## config.mk

```make
export PLATFORM = sky130hd
export DESIGN_NAME = multi_channel_tone_cue_sequencer
export DESIGN_NICKNAME = d
export VERILOG_FILES = /design/src/sv/mctcs_pkg.sv /design/src/sv/mctcs_front.sv /design/src/sv/mctcs_queue.sv /design/src/sv/mctcs_back.sv /design/src/sv/multi_channel_tone_cue_sequencer.sv
export SDC_FILE = /design/constraint.sdc
export NUM_CORES = 1
export LEC_CHECK = 0
export ABC_AREA = 1
export ABC_CLOCK_PERIOD_IN_PS = 6650
export BUFFER_PORTS_ARGS = -buffer_cell sky130_fd_sc_hd__buf_2
export CAP_MARGIN = 0
export CORE_ASPECT_RATIO = 1.75
export CORE_MARGIN = 2
export CORE_UTILIZATION = 57
export DETAILED_ROUTE_END_ITERATION = 10
export PLACE_DENSITY_LB_ADDON = 0.08
export SLEW_MARGIN = 20
export SYNTH_ARGS = -nofsm -noshare
export SYNTH_HDL_FRONTEND = slang
export SYNTH_SLANG_ARGS = --single-unit
```

## constraint.sdc

```tcl
create_clock -name clk -period 6.65 [get_ports clk]
set_input_delay 1.33 -clock clk [delete_from_list [all_inputs] [get_ports clk]]
set_output_delay 1.33 -clock clk [all_outputs]
set_load 0.05 [all_outputs]
```

## src/sv/mctcs_pkg.sv

```systemverilog
// shared constants, cue and note tables, and transaction types for the tone cue sequencer
// no dependencies; every other file refers to it by scoped names
package mctcs_pkg;

    localparam int NUM_CHANNELS = 3;
    localparam int CUE_COUNT    = 23;
    localparam int TIME_BITS    = 32;
    localparam int ROM_CUES     = 23;
    localparam int ROM_NOTES    = 45;
    localparam int QUEUE_DEPTH  = 2;

    localparam int CH_W     = (NUM_CHANNELS > 1) ? $clog2(NUM_CHANNELS) : 1;
    localparam int PTR_W    = (QUEUE_DEPTH > 1) ? $clog2(QUEUE_DEPTH) : 1;
    localparam int CNT_W    = $clog2(QUEUE_DEPTH + 1);
    localparam int CUE_W    = 5;
    localparam int POS_W    = 3;
    localparam int IDX_W    = 6;
    localparam int LEN_W    = 3;
    localparam int FREQ_W   = 12;
    localparam int MS_W     = 8;
    localparam int GAP_W    = 4;
    localparam int OUT_CH_W = 2;
    localparam int RAW_W    = 8;

    localparam logic [CUE_W-1:0]  ERROR_CUE    = 5'd13;
    localparam logic [CUE_W-1:0]  MUTE_OFF_CUE = 5'd19;
    localparam logic [FREQ_W-1:0] CLICK_FREQ   = 12'd220;
    localparam logic [MS_W-1:0]   CLICK_MS     = 8'd35;

    // command codes, equal to the input kind codes
    localparam logic [1:0] OP_TICK   = 2'd0;
    localparam logic [1:0] OP_PLAY   = 2'd1;
    localparam logic [1:0] OP_SET    = 2'd2;
    localparam logic [1:0] OP_TOGGLE = 2'd3;

    localparam logic [FREQ_W-1:0] NOTE_FREQ [ROM_NOTES] = '{
        12'd1760, 12'd1320, 12'd1760, 12'd740,  12'd440,  12'd880,  12'd1175, 12'd1568,
        12'd1047, 12'd784,  12'd988,  12'd740,  12'd1175, 12'd220,  12'd1976, 12'd1568,
        12'd523,  12'd392,  12'd1175, 12'd1568, 12'd784,  12'd1047, 12'd1568, 12'd392,
        12'd294,  12'd196,  12'd147,  12'd1568, 12'd2093, 12'd659,  12'd880,  12'd1175,
        12'd330,  12'd220,  12'd220,  12'd440,  12'd1047, 12'd1319, 12'd1568, 12'd784,
        12'd988,  12'd1319, 12'd1976, 12'd1319, 12'd1760};

    localparam logic [MS_W-1:0] NOTE_DUR [ROM_NOTES] = '{
        8'd18,  8'd24,  8'd30,  8'd35,  8'd45,  8'd35,  8'd35,  8'd55,  8'd35,  8'd45,
        8'd22,  8'd24,  8'd34,  8'd30,  8'd20,  8'd20,  8'd28,  8'd42,  8'd26,  8'd34,
        8'd45,  8'd45,  8'd75,  8'd55,  8'd70,  8'd45,  8'd45,  8'd50,  8'd70,  8'd150,
        8'd150, 8'd150, 8'd25,  8'd35,  8'd25,  8'd35,  8'd26,  8'd26,  8'd38,  8'd30,
        8'd30,  8'd30,  8'd60,  8'd18,  8'd26};

    localparam logic [GAP_W-1:0] NOTE_GAP [ROM_NOTES] = '{
        4'd0, 4'd8, 4'd0, 4'd8, 4'd0, 4'd8, 4'd8, 4'd0, 4'd8, 4'd0,
        4'd0, 4'd6, 4'd0, 4'd0, 4'd5, 4'd0, 4'd6, 4'd0, 4'd6, 4'd0,
        4'd8, 4'd8, 4'd0, 4'd8, 4'd0, 4'd8, 4'd0, 4'd6, 4'd0, 4'd0,
        4'd0, 4'd0, 4'd5, 4'd0, 4'd5, 4'd0, 4'd4, 4'd4, 4'd0, 4'd6,
        4'd6, 4'd6, 4'd0, 4'd4, 4'd0};

    localparam logic [IDX_W-1:0] CUE_START [ROM_CUES] = '{
        6'd0,  6'd1,  6'd3,  6'd5,  6'd8,  6'd10, 6'd11, 6'd13, 6'd14, 6'd16, 6'd18, 6'd20,
        6'd23, 6'd25, 6'd27, 6'd29, 6'd30, 6'd31, 6'd32, 6'd34, 6'd36, 6'd39, 6'd43};

    localparam logic [LEN_W-1:0] CUE_LEN [ROM_CUES] = '{
        3'd1, 3'd2, 3'd2, 3'd3, 3'd2, 3'd1, 3'd2, 3'd1, 3'd2, 3'd2, 3'd2, 3'd3,
        3'd2, 3'd2, 3'd2, 3'd1, 3'd1, 3'd1, 3'd2, 3'd2, 3'd3, 3'd4, 3'd2};

    localparam logic [1:0] CUE_CHAN [ROM_CUES] = '{
        2'd0, 2'd0, 2'd0, 2'd2, 2'd2, 2'd1, 2'd1, 2'd1, 2'd1, 2'd1, 2'd1, 2'd2,
        2'd2, 2'd1, 2'd2, 2'd1, 2'd1, 2'd1, 2'd0, 2'd0, 2'd1, 2'd2, 2'd1};

    // decoded command handed from front to back
    typedef struct packed {
        logic [1:0]           op;
        logic [CUE_W-1:0]     cue;
        logic [CH_W-1:0]      ch;
        logic                 mute_off_cue;
        logic                 mute_value;
        logic [TIME_BITS-1:0] now;
    } cmd_t;

    // one result transaction
    typedef struct packed {
        logic              last;
        logic              muted;
        logic              stop_all;
        logic [OUT_CH_W-1:0] ch;
        logic [MS_W-1:0]   ms;
        logic [FREQ_W-1:0] freq;
    } res_t;

endpackage

```

## src/sv/mctcs_front.sv

```systemverilog
// front end: accepts input transactions and decodes them into commands
// depends on mctcs_pkg
module mctcs_front
(
    input  logic              s_axis_tvalid,
    output logic              s_axis_tready,
    input  logic [47:0]       s_axis_tdata,   // now_ms, cue, mute_value
    input  logic [1:0]        s_axis_tuser,   // kind
    input  logic              queue_full,
    output logic              push,
    output mctcs_pkg::cmd_t   cmd
);

    localparam int TIME_BITS = mctcs_pkg::TIME_BITS;
    localparam int CH_W      = mctcs_pkg::CH_W;
    localparam int CUE_W     = mctcs_pkg::CUE_W;
    localparam int RAW_W     = mctcs_pkg::RAW_W;

    logic [RAW_W-1:0] raw_cue;
    logic [CUE_W-1:0] cue_res;
    logic [1:0]       cue_ch;
    logic             drop;

    assign raw_cue = s_axis_tdata[39:32];

    always_comb
    begin
        if (int'(raw_cue) >= mctcs_pkg::CUE_COUNT || int'(raw_cue) >= mctcs_pkg::ROM_CUES)
        begin
            cue_res = mctcs_pkg::ERROR_CUE;
        end
        else
        begin
            cue_res = raw_cue[CUE_W-1:0];
        end
        cue_ch = mctcs_pkg::CUE_CHAN[cue_res];
    end

    always_comb
    begin
        cmd.op           = s_axis_tuser;
        cmd.cue          = cue_res;
        cmd.ch           = CH_W'(cue_ch);
        cmd.mute_off_cue = (raw_cue == {3'b000, mctcs_pkg::MUTE_OFF_CUE});
        cmd.mute_value   = s_axis_tdata[40];
        cmd.now          = s_axis_tdata[TIME_BITS-1:0];
        // a play whose cue sits on a missing channel does nothing
        drop             = (s_axis_tuser == mctcs_pkg::OP_PLAY)
                           && (int'(cue_ch) >= mctcs_pkg::NUM_CHANNELS);
    end

    assign s_axis_tready = !queue_full;
    assign push          = s_axis_tvalid && !queue_full && !drop;

endmodule

```

## src/sv/mctcs_queue.sv

```systemverilog
// short command queue between front end and sequencer
// depends on mctcs_pkg
module mctcs_queue
(
    input  logic            clk,
    input  logic            rst_n,
    input  logic            push,
    input  mctcs_pkg::cmd_t push_cmd,
    output logic            full,
    output logic            pop_valid,
    input  logic            pop,
    output mctcs_pkg::cmd_t pop_cmd
);

    localparam int DEPTH = mctcs_pkg::QUEUE_DEPTH;
    localparam int PTR_W = mctcs_pkg::PTR_W;
    localparam int CNT_W = mctcs_pkg::CNT_W;

    mctcs_pkg::cmd_t  q_reg [DEPTH];
    logic [PTR_W-1:0] wr_ptr_reg, wr_ptr_next;
    logic [PTR_W-1:0] rd_ptr_reg, rd_ptr_next;
    logic [CNT_W-1:0] count_reg, count_next;
    logic             do_push, do_pop;

    assign full      = (count_reg == CNT_W'(DEPTH));
    assign pop_valid = (count_reg != '0);
    assign pop_cmd   = q_reg[rd_ptr_reg];
    assign do_push   = push && !full;
    assign do_pop    = pop && pop_valid;

    always_comb
    begin
        wr_ptr_next = wr_ptr_reg;
        rd_ptr_next = rd_ptr_reg;
        count_next  = count_reg;
        if (do_push)
        begin
            wr_ptr_next = (wr_ptr_reg == PTR_W'(DEPTH - 1)) ? '0 : wr_ptr_reg + 1'b1;
        end
        if (do_pop)
        begin
            rd_ptr_next = (rd_ptr_reg == PTR_W'(DEPTH - 1)) ? '0 : rd_ptr_reg + 1'b1;
        end
        if (do_push && !do_pop)
        begin
            count_next = count_reg + 1'b1;
        end
        else if (do_pop && !do_push)
        begin
            count_next = count_reg - 1'b1;
        end
    end

    always_ff @(posedge clk)
    begin
        if (do_push)
        begin
            q_reg[wr_ptr_reg] <= push_cmd;
        end
    end

    always_ff @(posedge clk or negedge rst_n)
    begin
        if (!rst_n)
        begin
            wr_ptr_reg <= '0;
            rd_ptr_reg <= '0;
            count_reg  <= '0;
        end
        else
        begin
            wr_ptr_reg <= wr_ptr_next;
            rd_ptr_reg <= rd_ptr_next;
            count_reg  <= count_next;
        end
    end

endmodule

```

## src/sv/mctcs_back.sv

```systemverilog
// back end: channel state, note sequencing and the result register
// depends on mctcs_pkg
module mctcs_back
(
    input  logic            clk,
    input  logic            rst_n,
    input  logic            cmd_valid,
    output logic            cmd_pop,
    input  mctcs_pkg::cmd_t cmd,
    output logic            res_valid,
    input  logic            res_ready,
    output mctcs_pkg::res_t res
);

    localparam int NCH       = mctcs_pkg::NUM_CHANNELS;
    localparam int CH_W      = mctcs_pkg::CH_W;
    localparam int TIME_BITS = mctcs_pkg::TIME_BITS;
    localparam int CUE_W     = mctcs_pkg::CUE_W;
    localparam int POS_W     = mctcs_pkg::POS_W;
    localparam int IDX_W     = mctcs_pkg::IDX_W;
    localparam int OUT_CH_W  = mctcs_pkg::OUT_CH_W;

    localparam logic [1:0] ST_IDLE  = 2'd0;
    localparam logic [1:0] ST_RUN   = 2'd1;
    localparam logic [1:0] ST_CLICK = 2'd2;

    logic [1:0]           state_reg, state_next;
    logic [NCH-1:0]       mask_reg, mask_next;
    logic [TIME_BITS-1:0] now_reg, now_next;
    logic                 mute_reg, mute_next;
    logic [NCH-1:0]       active_reg, active_next;
    logic [CUE_W-1:0]     cue_reg [NCH];
    logic [CUE_W-1:0]     cue_next [NCH];
    logic [POS_W-1:0]     pos_reg [NCH];
    logic [POS_W-1:0]     pos_next [NCH];
    logic [TIME_BITS-1:0] due_reg [NCH];
    logic [TIME_BITS-1:0] due_next [NCH];
    logic                 out_valid_reg, out_valid_next;
    mctcs_pkg::res_t      out_reg, out_next;

    logic [TIME_BITS-1:0] tdiff [NCH];
    logic [NCH-1:0]       due_mask;
    logic [CH_W-1:0]      run_ch;
    logic [NCH-1:0]       rem_mask;
    logic [CUE_W-1:0]     run_cue;
    logic [POS_W-1:0]     run_pos;
    logic [POS_W-1:0]     pos_inc;
    logic [IDX_W-1:0]     note_idx;
    logic [TIME_BITS-1:0] due_new;
    logic                 out_free;
    logic                 target;

    // channels due on a tick, signed wrap compare
    always_comb
    begin
        for (int i = 0; i < NCH; i++)
        begin
            tdiff[i]    = cmd.now - due_reg[i];
            due_mask[i] = active_reg[i] && !tdiff[i][TIME_BITS-1];
        end
    end

    // lowest pending channel and its next note
    always_comb
    begin
        run_ch = '0;
        for (int i = NCH - 1; i >= 0; i--)
        begin
            if (mask_reg[i])
            begin
                run_ch = CH_W'(i);
            end
        end
        rem_mask = mask_reg & ~(NCH'(1) << run_ch);
        run_cue  = cue_reg[run_ch];
        run_pos  = pos_reg[run_ch];
        pos_inc  = run_pos + 1'b1;
        note_idx = mctcs_pkg::CUE_START[run_cue] + IDX_W'(run_pos);
        due_new  = now_reg + TIME_BITS'(mctcs_pkg::NOTE_DUR[note_idx])
                   + TIME_BITS'(mctcs_pkg::NOTE_GAP[note_idx]);
    end

    assign out_free = !out_valid_reg || res_ready;

    always_comb
    begin
        state_next     = state_reg;
        mask_next      = mask_reg;
        now_next       = now_reg;
        mute_next      = mute_reg;
        active_next    = active_reg;
        cue_next       = cue_reg;
        pos_next       = pos_reg;
        due_next       = due_reg;
        out_valid_next = out_valid_reg && !res_ready;
        out_next       = out_reg;
        cmd_pop        = 1'b0;
        target         = 1'b0;
        case (state_reg)
            ST_IDLE:
            begin
                if (cmd_valid)
                begin
                    cmd_pop  = 1'b1;
                    now_next = cmd.now;
                    case (cmd.op)
                        mctcs_pkg::OP_TICK:
                        begin
                            if (!mute_reg && due_mask != '0)
                            begin
                                mask_next  = due_mask;
                                state_next = ST_RUN;
                            end
                        end
                        mctcs_pkg::OP_PLAY:
                        begin
                            if (!mute_reg || cmd.mute_off_cue)
                            begin
                                active_next[cmd.ch] = 1'b1;
                                cue_next[cmd.ch]    = cmd.cue;
                                pos_next[cmd.ch]    = '0;
                                due_next[cmd.ch]    = cmd.now;
                                mask_next           = NCH'(1) << cmd.ch;
                                state_next          = ST_RUN;
                            end
                        end
                        default:
                        begin
                            target = (cmd.op == mctcs_pkg::OP_SET) ? cmd.mute_value : !mute_reg;
                            if (target != mute_reg)
                            begin
                                mute_next = target;
                                if (target)
                                begin
                                    // mute entry clears every channel
                                    active_next = '0;
                                    for (int i = 0; i < NCH; i++)
                                    begin
                                        cue_next[i] = '0;
                                        pos_next[i] = '0;
                                        due_next[i] = '0;
                                    end
                                    state_next = ST_CLICK;
                                end
                                else
                                begin
                                    active_next[CH_W'(mctcs_pkg::CUE_CHAN[mctcs_pkg::MUTE_OFF_CUE])]
                                        = 1'b1;
                                    cue_next[CH_W'(mctcs_pkg::CUE_CHAN[mctcs_pkg::MUTE_OFF_CUE])]
                                        = mctcs_pkg::MUTE_OFF_CUE;
                                    pos_next[CH_W'(mctcs_pkg::CUE_CHAN[mctcs_pkg::MUTE_OFF_CUE])]
                                        = '0;
                                    due_next[CH_W'(mctcs_pkg::CUE_CHAN[mctcs_pkg::MUTE_OFF_CUE])]
                                        = cmd.now;
                                    mask_next = NCH'(1)
                                        << mctcs_pkg::CUE_CHAN[mctcs_pkg::MUTE_OFF_CUE];
                                    state_next = ST_RUN;
                                end
                            end
                        end
                    endcase
                end
            end
            ST_RUN:
            begin
                if (out_free)
                begin
                    out_valid_next        = 1'b1;
                    out_next.freq         = mctcs_pkg::NOTE_FREQ[note_idx];
                    out_next.ms           = mctcs_pkg::NOTE_DUR[note_idx];
                    out_next.ch           = OUT_CH_W'(run_ch);
                    out_next.stop_all     = 1'b0;
                    out_next.muted        = mute_reg;
                    out_next.last         = (rem_mask == '0);
                    pos_next[run_ch]      = pos_inc;
                    due_next[run_ch]      = due_new;
                    if (pos_inc >= mctcs_pkg::CUE_LEN[run_cue])
                    begin
                        active_next[run_ch] = 1'b0;
                    end
                    mask_next = rem_mask;
                    if (rem_mask == '0)
                    begin
                        state_next = ST_IDLE;
                    end
                end
            end
            ST_CLICK:
            begin
                if (out_free)
                begin
                    out_valid_next    = 1'b1;
                    out_next.freq     = mctcs_pkg::CLICK_FREQ;
                    out_next.ms       = mctcs_pkg::CLICK_MS;
                    out_next.ch       = '0;
                    out_next.stop_all = 1'b1;
                    out_next.muted    = 1'b1;
                    out_next.last     = 1'b1;
                    state_next        = ST_IDLE;
                end
            end
            default:
            begin
                state_next = ST_IDLE;
            end
        endcase
    end

    always_ff @(posedge clk)
    begin
        now_reg <= now_next;
        out_reg <= out_next;
    end

    always_ff @(posedge clk or negedge rst_n)
    begin
        if (!rst_n)
        begin
            state_reg     <= ST_IDLE;
            mask_reg      <= '0;
            mute_reg      <= 1'b0;
            active_reg    <= '0;
            out_valid_reg <= 1'b0;
            for (int i = 0; i < NCH; i++)
            begin
                cue_reg[i] <= '0;
                pos_reg[i] <= '0;
                due_reg[i] <= '0;
            end
        end
        else
        begin
            state_reg     <= state_next;
            mask_reg      <= mask_next;
            mute_reg      <= mute_next;
            active_reg    <= active_next;
            out_valid_reg <= out_valid_next;
            cue_reg       <= cue_next;
            pos_reg       <= pos_next;
            due_reg       <= due_next;
        end
    end

    assign res_valid = out_valid_reg;
    assign res       = out_reg;

    a_run_has_work: assert property (@(posedge clk) disable iff (!rst_n)
        state_reg == ST_RUN |-> mask_reg != '0)
        else $error("sequencer running with no pending channel");

    a_run_only_active: assert property (@(posedge clk) disable iff (!rst_n)
        state_reg == ST_RUN |-> (mask_reg & ~active_reg) == '0)
        else $error("pending channel is not active");

    a_click_form: assert property (@(posedge clk) disable iff (!rst_n)
        out_valid_reg && out_reg.stop_all |-> out_reg.muted && out_reg.last)
        else $error("mute click without muted or last");

    a_more_follows: assert property (@(posedge clk) disable iff (!rst_n)
        out_valid_reg && !out_reg.last |-> state_reg == ST_RUN)
        else $error("non-last result but no further result pending");

endmodule

```

## src/sv/multi_channel_tone_cue_sequencer.sv

```systemverilog
// top level of the three-channel tone cue sequencer
// depends on mctcs_pkg, mctcs_front, mctcs_queue and mctcs_back
//
// usage:
//   the s_axis channel takes one command transaction per beat: tick (carries the
//   current millisecond time), play cue, set mute or toggle mute. the m_axis
//   channel gives the tones to start, zero to three per command, with tlast on
//   the final tone of a command.
// sequencing:
//   a decoded command enters a two-entry queue; the sequencer pops it from the
//   queue register when idle and writes the first tone into the output register
//   from its run state, so tones reach m_axis through the queue and output
//   registers. the sequencer handles one command at a time and gives its tones
//   one by one through the single sequencer loop over the channels.
//   commands that give no tone (muted tick, repeated mute) leave it idle.
// reset:
//   all channels idle, mute off, queue empty, no tone pending.
// stall:
//   when m_axis_tready is low the tone waits in the output register and the
//   sequencer holds its next tone; the queue keeps taking commands until it
//   fills, then s_axis_tready drops.
module multi_channel_tone_cue_sequencer
(
    input  logic        clk,
    input  logic        rst_n,
    input  logic        s_axis_tvalid,
    output logic        s_axis_tready,
    input  logic [47:0] s_axis_tdata,   // now_ms[31:0], cue[39:32], mute_value[40], zero fill
    input  logic [1:0]  s_axis_tuser,   // kind
    output logic        m_axis_tvalid,
    input  logic        m_axis_tready,
    output logic [23:0] m_axis_tdata,   // tone_freq[11:0], tone_ms[19:12], channel[21:20], zero fill
    output logic [1:0]  m_axis_tuser,   // stop_all[0], muted[1]
    output logic        m_axis_tlast
);

    mctcs_pkg::cmd_t push_cmd;
    mctcs_pkg::cmd_t pop_cmd;
    mctcs_pkg::res_t res;
    logic            push;
    logic            queue_full;
    logic            pop_valid;
    logic            pop;

    // decode of incoming transactions
    mctcs_front u_front
    (
        .s_axis_tvalid (s_axis_tvalid),
        .s_axis_tready (s_axis_tready),
        .s_axis_tdata  (s_axis_tdata),
        .s_axis_tuser  (s_axis_tuser),
        .queue_full    (queue_full),
        .push          (push),
        .cmd           (push_cmd)
    );

    // decouples the front end from the sequencer
    mctcs_queue u_queue
    (
        .clk       (clk),
        .rst_n     (rst_n),
        .push      (push),
        .push_cmd  (push_cmd),
        .full      (queue_full),
        .pop_valid (pop_valid),
        .pop       (pop),
        .pop_cmd   (pop_cmd)
    );

    // channel state and tone generation
    mctcs_back u_back
    (
        .clk       (clk),
        .rst_n     (rst_n),
        .cmd_valid (pop_valid),
        .cmd_pop   (pop),
        .cmd       (pop_cmd),
        .res_valid (m_axis_tvalid),
        .res_ready (m_axis_tready),
        .res       (res)
    );

    // result packing
    assign m_axis_tdata = {2'b00, res.ch, res.ms, res.freq};
    assign m_axis_tuser = {res.muted, res.stop_all};
    assign m_axis_tlast = res.last;

endmodule
```

Word-level counts from Yosys, hierarchy flattened:

Memories as Yosys holds them, arrays and structs flattened.
Index checks and enable logic that the tools add are counted.

* register bits after elaboration: 191
* RAM bits: 86
* ROM bits: 1888
* bits of input ports: 54
* logic and storage cells: 246
* memories: 7

* add/sub/neg operators: 11
* magnitude comparators: 14
* eq/ne operators: 21
* shifts and indexed selects: 2
* mux-type cells: 101
* bitwise gates (word level): 14
* reductions and logical operators: 51

Memory list
* (name not given): depth 64, width 12, read ports 1, clocked after memory_dff 0, wr ports 0, RTL line mctcs_back.sv:169 `out_next.freq = mctcs_pkg::NOTE_FREQ[note_idx];`
* (name not given): depth 64, width 8, read ports 1, clocked after memory_dff 0, wr ports 0, RTL line mctcs_back.sv:79 `due_new = now_reg + TIME_BITS'(mctcs_pkg::NOTE_DUR[note_idx])`
* (name not given): depth 64, width 4, read ports 1, clocked after memory_dff 0, wr ports 0, RTL line mctcs_back.sv:80 `+ TIME_BITS'(mctcs_pkg::NOTE_GAP[note_idx]);`
* (name not given): depth 32, width 6, read ports 1, clocked after memory_dff 0, wr ports 0, RTL line mctcs_back.sv:78 `note_idx = mctcs_pkg::CUE_START[run_cue] + IDX_W'(run_pos);`
* (name not given): depth 32, width 3, read ports 1, clocked after memory_dff 0, wr ports 0, RTL line mctcs_back.sv:177 `if (pos_inc >= mctcs_pkg::CUE_LEN[run_cue])`
* u_queue.q_reg: depth 2, width 43, read ports 1, clocked after memory_dff 0, wr ports 1, RTL line mctcs_queue.sv:19 `mctcs_pkg::cmd_t q_reg [DEPTH];`
* 1 more memories

Operator list (count)
* 96-bit 2-to-1 mux: 4
* 96-bit one-hot mux with 2 select lines: 2
* 96-bit bitwise mux: 2
* 32-bit demux with 2-bit select: 2
* 32-bit 2-to-1 mux: 3
* 32-bit subtractor: 3
* 64-bit 2-to-1 mux: 1
* 3-bit 2-to-1 mux: 17
* 25-bit 2-to-1 mux: 2
* 25-bit one-hot mux with 2 select lines: 1
* 9-bit 2-to-1 mux: 4
* 9-bit one-hot mux with 2 select lines: 2
* 32-bit by 4-bit adder with 32-bit output: 1
* 32-bit by 8-bit adder with 32-bit output: 1
* 2-bit 2-to-1 mux: 16
* 15-bit 2-to-1 mux: 2
* 15-bit one-hot mux with 2 select lines: 1
* 7-bit AND reduction: 4
* 5-bit 2-to-1 mux: 5
* 12-bit 2-to-1 mux: 2
* 3-bit one-hot mux with 2 select lines: 4
* 6-bit 2-to-1 mux: 3
* 1-bit logical AND: 16
* 8-bit 2-to-1 mux: 2
* other kinds (58): 114

Depth between registers and ports, before layout:

* depth in word-level cells: 21
* mapped depth: 44
* gate-level depth less buffers: 43

By module:

From an unflattened synthesis, not the netlist that was laid out.

* cells, all modules: 2233
* area, all modules: 17853.4 um2

By module, submodules not included
* mctcs_back: times used 1, cells an instance 1901, area an instance 13932.1 um2
* mctcs_queue: times used 1, cells an instance 256, area an instance 3435.8 um2
* mctcs_front: times used 1, cells an instance 73, area an instance 466.7 um2
* multi_channel_tone_cue_sequencer: times used 1, cells an instance 3, area an instance 18.8 um2

Worst setup path after synthesis:

Ideal clock, no wire load.

* path kind: flip-flop to flip-flop
* from: register u_back.mask_reg[0]
* to: register u_back.due_reg[27] (netlist name)
* library setup time: 0.087 ns
* arrival time: 6.633 ns
* data required time: 6.563 ns
* path slack: -0.070 ns
* stages on the path, launching flop included: 36
* path buffers: 1
* path through: dfrtp_1 -> nor2_4 -> inv_2 -> nor2_4 -> inv_2 -> clkbuf_1 -> o21ai_0 -> inv_1 -> ha_1 -> o211ai_1 -> a22oi_1 -> fa_1 -> inv_1 -> ha_1 -> inv_1 -> nor2_1 -> inv_1 -> nand2_2 -> o21ai_0 -> a21oi_1 -> fa_1 -> inv_1 -> ha_1 -> inv_1 -> fa_1 -> o21ai_0 -> nand2_1 -> nand2_1 -> nand2_1 -> nor2_1 -> nand4_1 -> inv_1 -> nand2_1 -> o21ai_0 -> o211ai_1 -> a22oi_1

* cells in the longest elaborated chain, start to end: 19
* elaborated cells between the ends (all ways): 30

Ends and longest elaborated chain
* from (decl): RTL line mctcs_back.sv:28 `logic [NCH-1:0] mask_reg, mask_next;`
* from (signal assigned): RTL line mctcs_back.sv:234 `mask_reg <= mask_next;`
* 2-bit 2-to-1 mux (*): RTL line mctcs_back.sv:69 `if (mask_reg[i])`
* 2-bit inverter with 3-bit output (implied by the code) (*): RTL line mctcs_back.sv:75, mctcs_back.sv:76, mctcs_back.sv:176
* 5-bit binary-select mux with 2-bit select: RTL line mctcs_back.sv:75 `run_cue = cue_reg[run_ch];`
* 5-bit 2-to-1 mux (implied by the code) (2 in series): RTL line mctcs_back.sv:75
* 5-bit inverter with 6-bit output (implied by the code): RTL line mctcs_back.sv:78
* memory 32 x 6 bit
* 6-bit 2-to-1 mux (implied by the code) (2 in series): RTL line mctcs_back.sv:78
* 6-bit by 3-bit adder with 6-bit output: RTL line mctcs_back.sv:78
* 6-bit inverter with 7-bit output (implied by the code): RTL line mctcs_back.sv:79, mctcs_back.sv:80
* memory 64 x 8 bit
* 8-bit 2-to-1 mux (2 in series)
* 32-bit by 8-bit adder with 32-bit output: RTL line mctcs_back.sv:79
* 32-bit by 4-bit adder with 32-bit output: RTL line mctcs_back.sv:80
* 96-bit bitwise mux (*): RTL line mctcs_back.sv:176 `due_next[run_ch] = due_new;`
* 96-bit 2-to-1 mux (*): RTL line mctcs_back.sv:166 `if (out_free)`
* 96-bit one-hot mux with 2 select lines (*): RTL line mctcs_back.sv:99 `case (state_reg)`
* to (signal assigned): RTL line mctcs_back.sv:240 `due_reg <= due_next;`
* to (decl): RTL line mctcs_back.sv:36 `logic [TIME_BITS-1:0] due_reg [NCH];`

Mark *: on every way between the ends. The rest lies on a longest branch, timed or not. The select of a mux whose other input is x is not followed.
A chain may end at the register's enable or synchronous reset.

Worst setup path in the final report:

* from: register u_back.mask_reg[2]
* to: register u_back.due_reg[29] (netlist name)

* cells in the longest elaborated chain, start to end: 21
* elaborated cells between the ends (all ways): 32

Ends and longest elaborated chain (RTL line)
* 2-bit 2-to-1 mux (*) (3 in series): mctcs_back.sv:69
* 2-bit inverter with 3-bit output (implied by the code) (*): mctcs_back.sv:75, mctcs_back.sv:76, mctcs_back.sv:176
* 5-bit binary-select mux with 2-bit select: mctcs_back.sv:75
* 5-bit 2-to-1 mux (implied by the code) (2 in series): mctcs_back.sv:75
* 5-bit inverter with 6-bit output (implied by the code): mctcs_back.sv:78
* memory 32 x 6 bit
* 6-bit 2-to-1 mux (implied by the code) (2 in series): mctcs_back.sv:78
* 6-bit by 3-bit adder with 6-bit output: mctcs_back.sv:78
* 6-bit inverter with 7-bit output (implied by the code): mctcs_back.sv:79, mctcs_back.sv:80
* memory 64 x 8 bit
* 8-bit 2-to-1 mux (2 in series)
* 32-bit by 8-bit adder with 32-bit output: mctcs_back.sv:79
* 32-bit by 4-bit adder with 32-bit output: mctcs_back.sv:80
* 96-bit bitwise mux (*): mctcs_back.sv:176
* 96-bit 2-to-1 mux (*): mctcs_back.sv:166
* 96-bit one-hot mux with 2 select lines (*): mctcs_back.sv:99

Marked as above.

==> metrics.cfg <==
[synth]
synth.most_common_cell=nand2_1
synth-seq-cells=277
synthTopCellsByArea=edfxtp_1 (25%), dfrtp_1 (19%), nand2_1 (10%)
synthFlopType=edfxtp_1
netlist_instances=2136
synth_top_area_share=0.246
yosysSeqAreaShare=0.437
synth_area_sq_um=17500
synth_common_cells=nand2_1 (468), inv_1 (306), nor2_1 (156)
async_reset_ff_frac=0.484
synth_edf_count=143
syn_avg_cell_area_sq_um=8.18
synth_cell_types=57
synth.largest_area_cell=edfxtp_1
synth_warnings=0

[critical_path]
endpoint_kind=register
cp-start-kind=register
r2r.worst_path.cells=39
required_ns=7.04
path_buf_inv=11
path_depth=39
reg2reg_slack_ns=0.34
path_max_fanout=8
worstSetupPathType=reg2reg
crit_slowest_cell=fa_1
cpMostUsedCell=nand2_1
cpLargestDelayFamily=adder cells
r2r-start=u_back.mask_reg[2]$_DFFE_PN0P_
critPathLaunch=u_back.mask_reg[2]$_DFFE_PN0P_
slowest_delay_ns=0.50
crit_end=u_back.due_reg[29]$_DFFE_PN0P_
crit_arrival_ns=6.69
reg2reg_to=u_back.due_reg[29]$_DFFE_PN0P_

[route]
firstDrtPassIters=7
drc_errors=0
ant_nets=0
wl_per_cell_microns=19.7
drt-total-wl_mm=53.3
routed_via_density=5.73
drt_iter0_markers=1024
via_count=15500

[global_routing]
grt_pass1_wl_mm=82.3
antenna_found_initial=0
grt_pass1_vias=15400
grt_overflow_total=0
grt_use_total=0.336
grt_max_degree=77

[timing]
max_freq_ghz=0.159
worst_slack_ns=0.344
relSlewSlack=0.258
post-route-period-util=0.948
drv_slew=0
hold_violations=0
setup_tns_ns=0
setup_viol=0
fin_skew_ns=0.0120
period_needed_ns=6.31
tightest_slew_ns=1.11

[finish]
syn_to_final_growth_pct=14.9
antenna_cells=0
finalNetCount=2491
layout-drive-gt1-share=0.158
n_fill_cell=2617
multi_input_area_sq_um=8440
largest_register_ff_count=96
seq_area_sq_um=7650
fin_util=0.666
design_area_sq_um=20100

[run_status]
status=completed

[clocking]
cts_tree=yes
cts-root-buf=clkbuf_16
hold_buffers=0
cts_max_level=1
clk_pin_slew_worst_paths_ns=0.07
cts_buffer_depth=3
clkLatencyLatePin_ns=0.55
cts_buffers=26
clkSinkCount=277

[floorplan]
ios=83
die_w_microns=136
fp.dieH_microns=236
rows=84
start_util=0.580
coreArea_sq_um=30200
dieArea_sq_um=32100

[placement]
post_dp_cell_area_sq_um=18900
dp_hpwl_mm=38.8
port-buffer-count=73
gp_congestion=0.994
preCtsSetupSlack_ns=-0.303

[min_path]
worstHoldPathType=reg2reg

[job]
drv_cap=0

-- layout make-up --
class	count	share of cell area
Clock buffer	33	0.0363
Clock inverter	15	0.0105
Inverter	321	0.0603
Multi-Input combinational cell	1471	0.420
Sequential cell	277	0.381
Tap cell	387	0.0241
Timing Repair Buffer	203	0.0677
-- how the worst min path moves through the flow --
stage	startpoint	to	slack [ns]	cells past startpoint
finish	u_back.due_reg[32]$_DFFE_PN0P_	u_back.due_reg[32]$_DFFE_PN0P_	0.49	2
global route	u_back.due_reg[0]$_DFFE_PN0P_	u_back.due_reg[0]$_DFFE_PN0P_	0.52	2
CTS	u_back.due_reg[32]$_DFFE_PN0P_	u_back.due_reg[32]$_DFFE_PN0P_	0.49	2
detailed placement	u_back.due_reg[32]$_DFFE_PN0P_	u_back.due_reg[32]$_DFFE_PN0P_	0.47	2
global placement	u_back.due_reg[64]$_DFFE_PN0P_	u_back.due_reg[64]$_DFFE_PN0P_	0.46	2
floorplan	u_back.due_reg[0]$_DFFE_PN0P_	u_back.due_reg[0]$_DFFE_PN0P_	0.45	2
-- placed cells by master, fill, tap and decap left out, types with 6 or more instances in the layout --
master	count
o211ai_1	12
inv_1	306
nor2_2	9
nand2_2	9
nor3_1	22
o21ai_2	10
nand2_1	467
nand2_4	7
a21oi_1	135
or2_2	39
xnor2_1	6
ha_1	129
o21ai_0	122
buf_2	72
o21a_1	9
buf_4	129
xor2_1	9
nand3_1	134
o21ai_1	19
a21oi_2	8
clkbuf_16	28
nor2_4	10
a22oi_1	50
nor2_1	145
inv_2	8
edfxtp_1	143
o22ai_1	45
nand4_1	21
clkinv_1	6
dfrtp_1	133
-- routing by layer --
metal,part of all wire,track usage,up-vias
met5,0,0,-
met4,0.073,0.214,0
met3,0.053,0.0405,188
met2,0.52,0.599,560
met1,0.35,0.371,7310
li1,-,-,7459
-- stage by stage --
step                hold slack [ns]  std cells
finish                        0.491       2707
detailed placement            0.470       2650
global placement              0.462       2650
CTS                           0.487       2698
floorplan                     0.450       2137
global route                  0.516       2707
-- cells by family (layout without fill, tap and decap cells) --
family	Yosys count	count (layout)	share of synthesized area
and+or+nand+nor	879	879	0.218
AOI/OAI and AO/OA	435	435	0.146
buffers and inverters	389	572	0.0892
DFF	277	277	0.437
adders and majority gates	137	137	0.101
xor gates and xnor gates	17	17	0.00852
other	1	2	0.000215
muxes	1	1	0.000573
-- repair_timing --
action	in CTS	in global routing
buffers inserted	0	9
gates cloned	0	0
pin swaps	0	13
resized for setup	7	36
setup endpoints to repair	26	59
-- tightest hold or removal path, stage by stage (launching register included) --
cell,delay [ns]
dfrtp_1,0.35
nand2_1,0.05
nand2_1,0.06
Power is left out: the tool's default activity adds up to more than one toggle a clock period on the data nets, which glitch-free logic cannot reach.
